--- config.mk ---
export PLATFORM = sky130hd
export DESIGN_NAME = n2a_ctrl
export DESIGN_NICKNAME = d
export VERILOG_FILES = /design/src/hw/rtl/n2a_pkg.sv /design/src/hw/rtl/n2a_ctrl.sv
export SDC_FILE = /design/constraint.sdc
export NUM_CORES = 1
export LEC_CHECK = 0
export ABC_AREA = 1
export BUFFER_PORTS_ARGS = -buffer_cell sky130_fd_sc_hd__buf_2
export CAP_MARGIN = 20
export CORE_MARGIN = 2
export CORE_UTILIZATION = 35
export CTS_CLUSTER_DIAMETER = 150
export CTS_CLUSTER_SIZE = 20
export DETAILED_ROUTE_END_ITERATION = 12
export GPL_ROUTABILITY_DRIVEN = 0
export PLACE_DENSITY = 0.59
export SYNTH_ARGS = -nofsm -noshare
export SYNTH_HDL_FRONTEND = slang
export SYNTH_SLANG_ARGS = --single-unit
export TNS_END_PERCENT = 5
--- constraint.sdc ---
create_clock -name clk -period 3.41 [get_ports clk]
set_clock_uncertainty 0.2 [all_clocks]
set_input_delay 1.023 -clock clk [delete_from_list [all_inputs] [get_ports clk]]
set_output_delay 1.023 -clock clk [all_outputs]
set_load 0.02 [all_outputs]
--- src/hw/rtl/n2a_pkg.sv ---
// Shared types, constants and helpers for the number-to-ASCII formatter.
package n2a_pkg;

  // Decimal conversion keeps this many digits of a 32-bit value
  localparam int DEC_DIGITS = 10;

  // Item character counter (up to ten characters per item)
  localparam int CNT_W = 4;

  // Character count for the "0x" plus eight hex digit form
  localparam logic [CNT_W-1:0] HEX_WORD_LEN = CNT_W'(10);
  localparam logic [CNT_W-1:0] HEX_BYTE_LEN = CNT_W'(2);
  localparam logic [CNT_W-1:0] RAW_LEN      = CNT_W'(1);
  localparam logic [CNT_W-1:0] DEC_MAX      = CNT_W'(DEC_DIGITS);

  // Reciprocal of ten: floor(x / 10) == (x * RECIP10) >> RECIP10_SHIFT for 32-bit x
  localparam logic [31:0] RECIP10       = 32'hCCCC_CCCD;
  localparam int          RECIP10_SHIFT = 35;

  localparam logic [7:0] CHAR_ZERO = 8'h30;  // '0'
  localparam logic [7:0] CHAR_X    = 8'h78;  // 'x'
  localparam logic [7:0] HEX_ALPHA = 8'h37;  // 'A' - 10

  typedef enum logic [1:0] {
    OP_RAW      = 2'd0,
    OP_DEC      = 2'd1,
    OP_HEX_BYTE = 2'd2,
    OP_HEX_WORD = 2'd3
  } opcode_t;

  typedef enum logic [1:0] {
    ST_IDLE,
    ST_CONV,
    ST_EMIT
  } state_t;

  // Controller to datapath commands
  typedef struct packed {
    logic             load;       // capture the accepted item
    logic             conv_step;  // peel off one decimal digit
    logic             emit;       // write one character to the output register
    logic             last;       // final character of the item
    logic [CNT_W-1:0] idx;        // character position within the item
  } n2a_cmd_t;

  // Datapath to controller status
  typedef struct packed {
    logic out_free;  // output register can take a character this cycle
  } n2a_sts_t;

  // Uppercase hex digit
  function automatic logic [7:0] hex_char(input logic [3:0] nib);
    logic [7:0] ext;
    ext = {4'h0, nib};
    return (nib <= 4'd9) ? CHAR_ZERO + ext : HEX_ALPHA + ext;
  endfunction

endpackage

--- src/hw/rtl/n2a_ctrl.sv ---
// Sequencer for the formatter: accept, decimal conversion steps, character emission.
module n2a_ctrl
  import n2a_pkg::*;
(
  input  logic       clk,
  input  logic       rst,
  input  logic       in_valid,
  output logic       in_stall,
  input  logic [1:0] opcode,
  input  logic [3:0] digit_count,
  input  n2a_sts_t   sts,
  output n2a_cmd_t   cmd
);

  state_t           state, state_next;
  logic [CNT_W-1:0] n, n_next;
  logic [CNT_W-1:0] cnt, cnt_next;
  logic [CNT_W-1:0] n_in;

  // Number of characters the incoming item produces
  always_comb begin
    case (opcode_t'(opcode))
      OP_RAW:      n_in = RAW_LEN;
      OP_DEC:      n_in = (digit_count > DEC_MAX) ? DEC_MAX : digit_count;
      OP_HEX_BYTE: n_in = HEX_BYTE_LEN;
      OP_HEX_WORD: n_in = HEX_WORD_LEN;
      default:     n_in = RAW_LEN;
    endcase
  end

  // State register
  always_ff @(posedge clk) begin
    if (rst) begin
      state <= ST_IDLE;
      n     <= '0;
      cnt   <= '0;
    end else begin
      state <= state_next;
      n     <= n_next;
      cnt   <= cnt_next;
    end
  end

  // Next state and commands
  always_comb begin
    state_next    = state;
    n_next        = n;
    cnt_next      = cnt;
    cmd           = '0;
    cmd.idx       = cnt;
    in_stall      = (state != ST_IDLE);
    case (state)
      ST_IDLE: begin
        if (in_valid) begin
          cmd.load = 1'b1;
          n_next   = n_in;
          cnt_next = '0;
          if (n_in == '0) begin
            state_next = ST_IDLE;
          end else if (opcode_t'(opcode) == OP_DEC) begin
            state_next = ST_CONV;
          end else begin
            state_next = ST_EMIT;
          end
        end
      end
      ST_CONV: begin
        cmd.conv_step = 1'b1;
        cnt_next      = cnt + 1'b1;
        if (cnt == n - 1'b1) begin
          cnt_next   = '0;
          state_next = ST_EMIT;
        end
      end
      ST_EMIT: begin
        if (sts.out_free) begin
          cmd.emit = 1'b1;
          cmd.last = (cnt == n - 1'b1);
          cnt_next = cnt + 1'b1;
          if (cmd.last) begin
            cnt_next   = '0;
            state_next = ST_IDLE;
          end
        end
      end
      default: begin
        state_next = ST_IDLE;
      end
    endcase
  end

endmodule

==> results.md <==
* Outcome: completed
* Final critical-path share of the clock period at 84.9%
* Number of rows created at floorplan at 16
* Class of the tightest hold or removal check: flop to flop
* Biggest fanout along the worst timing path at 4
* Post-synthesis mux area share at 0%
* Maximum operating frequency at 0.345 GHz
* Overall die area at 0.00255 mm2
* Headroom to the max-slew limit at 82.9%
* Internal portion of total power at 0.341 mW
* Synth top area share at 26.4%
* Routed wire length per instance at 9.82 um
* Post-synthesis instance area at 758 um2
* Maximum capacitance violations at 0
* Reg clk slew, reported paths at 0.07 ns
* Clk Latency, worst-skew pair at 0.26 ns
* Via count of the first global-routing pass at 704
* Clock share of power at 12.3%
* Measured slew at the worst slew-check pin at 0.256 ns
* Total power divided by cell area at 736 mW/mm2
* Number of primary I/O pins at 19
* CTS Hold Buffers Added at 0
* Switching Fraction at 48.9%
* CP endpoint kind: output port
* Slew Viols, Final at 0
* Setup repair after global routing missed its margin: false
* Synthesis-stage register bit count at 10
* Combinational fraction of design power at 60.4%
* Vias per cell at 4.56
* Net Count, Synth at 135
* Fraction of layout cells with a size suffix above 1 at 24.3%
* Post-route DRC at 0
* Final worst hold slack at 0.311 ns
* Antenna violations before repair at 0
* Initial Utilization at 37.9%
* Relative area change from synthesis to final layout at 19.3%
* NumNets Final at 158
* Sw Pwr at 0.325 mW
* Maximum clock path buffer count at 2
* Final hold vios at 0
* Core Area at 0.00200 mm2
* Count of flip-flops with a built-in enable after synthesis at 0
* Area used by multi-input combinational logic at 468 um2
* Flop pwr share at 27.3%
* Post-Synth XOR/XNOR Area at 2.31%
* Vias after detailed routing at 761
* Number of buffers inserted during clock tree synthesis at 3
* Average cell area after synthesis at 6.37 um2
* Dominant combinational cell family by area after synthesis: simple AND/OR/NAND/NOR gates
* TritonCTS clock tree: built
* Type of the worst setup path: flop to output port
* Buffers added on ports at 18
* Wire length of the first global-routing pass at 2.76 mm
* # clock sinks at 10
* Worst path required time at 2.19 ns
* Largest vdd supply drop at 0.347 mV
* Filler cells at 225
* Post-Synth Adder-Cell Area at 9.90%
* Post-CTS repair timing setup buffer count at 0
* Iteration-0 DRC count of the detailed router at 12
* Post-synth top flop: dfxtp_1
* Sequential-to-total area share from yosys stat at 26.4%
* Area share of and/or/nand/nor cells after synthesis at 35.0%
* Most repeated cell in the gate-level netlist after synthesis: nand2_1
* Share of the synthesized area in compound gates (AO/OA/AOI/OAI) at 14.5%
* Signal arrival time at the worst endpoint at 1.67 ns
* Area contributors post-synth: dfxtp_1 (26%), nand2_1 (14%), ha_1 (9.9%)
* Count of synthesis-stage warnings from yosys at 0
* Endpoints failing setup at 0
* Placed wire-length estimate after detailed placement at 1.36 mm
* First-pass detailed-route iteration total at 4
* Tmin final at 2.89 ns
* Remaining Overflow, GRT at 0
* Maximum number of pins on one net before global-route repair at 8
* Count of cells resized by post-cts repair at 0
* Number of distinct library cells after synthesis at 24
* Element type at the critical path start: flop
* Summed negative setup slack over all endpoints at 0 ns
* Height of the die at 50.5 um
* Biggest area consumer among synthesized cells: dfxtp_1
* Clock root cell: clkbuf_4
* Maximum level of the CTS H-tree at 1
* LEAKAGE at 0.486 nW
* Top cell types by occurrence after synthesis: nand2_1 (29), inv_1 (20), nor2_1 (11), dfxtp_1 (10), nand3_1 (10)
* Count of mapped cells out of synthesis at 119
* Final WL at 1.64 mm
* Fraction of synthesis flops using an asynchronous set or reset pin at 0%
* Tot GR Track Use at 14.5%
* X dimension of the die at 50.5 um
* Number of nets with antenna violations after detailed routing at 0
* Antenna diode count at 0
* Area of all sequential standard cells at 200 um2
[cell type report]
cell class | instances | share of cell area [%]
Tap cell | 27 | 3.73
Sequential cell | 10 | 22.1
Multi-Input combinational cell | 85 | 51.7
Clock buffer | 3 | 2.49
Timing Repair Buffer | 18 | 9.96
Inverter | 24 | 9.96
[through the flow]
step	util [%]	total power [mW]	instance area [um2]	instances	setup slack, ns
after floorplan	-	0.499	758	119	0.812
after global placement	44.1	0.583	882	164	0.667
after detailed placement	44.1	0.588	882	164	0.642
after CTS	45.2	0.674	905	167	0.490
after global routing	45.2	0.728	905	167	0.407
final	45.2	0.666	905	167	0.515
[path summary, 6_finish.rpt]
| check | depth (start not counted) | end | from | slack, ns |
|---|---|---|---|---|
| hold / removal | 2 | n[2] | n[2] | 0.31 |
| setup / recovery | 7 | cmd[4] | n[0] | 0.52 |
| hold reg to reg | 2 | n[2] | n[2] | 0.31 |
| setup reg to reg | 9 | state[1] | n[0] | 1.65 |
[critical path: stages (launching register included)]
cell     delay (ns)
dfxtp_1        0.40
inv_1          0.08
ha_1           0.30
xnor2_1        0.13
nor2_2         0.09
nand3_2        0.13
nor2_1         0.10
buf_2          0.16
[metal layers]
| metal | part of all wire, % | up-vias | track usage (%) |
|---|---|---|---|
| met1 | 47 | 328 | 15.5 |
| met3 | 2.6 | 2 | 3.57 |
| met2 | 50 | 8 | 26.3 |
| met4 | 0.24 | 0 | 6.76 |
| met5 | 0 | - | 0 |
| li1 | - | 423 | - |
[logic make-up after synthesis]
group                      Yosys count
buffers and inverters               24
and+or+nand+nor                     59
DFF                                 10
xor gates and xnor gates             2
AOI/OAI and AO/OA                   18
adders and majority gates            6
[power groups by stage]
stage,clock network [mW],logic (mW),registers (mW)
after floorplan,0,0.314,0.185
after global placement,0,0.398,0.185
after detailed placement,0,0.403,0.186
after CTS,0.0858,0.406,0.183
after global routing,0.0913,0.451,0.186
final,0.0819,0.402,0.182
[state kept, by name, indices dropped and copies added, names as in the netlist]
signal / cells
n: 4
state: 2
cnt: 4
[cells in the final DEF (no fill, tap or decap)]
cell	n
a21oi_1	5
o211ai_1	1
ha_1	6
buf_2	18
o21ai_0	5
nand4_1	2
nor2_1	11
xnor2_1	2
nor2_2	2
nand2_1	29
dfxtp_1	10
inv_1	20
nand2_2	1
nand3_1	10
or2_1	1
clkbuf_4	3
o21ai_1	1
a21boi_0	1
or2_2	1
inv_2	4
o21ai_2	1
a211oi_1	1
nand3_2	1
a21oi_2	2
nor2_4	1
a31oi_1	1
Note: power is estimated with default switching activity, not from simulation.
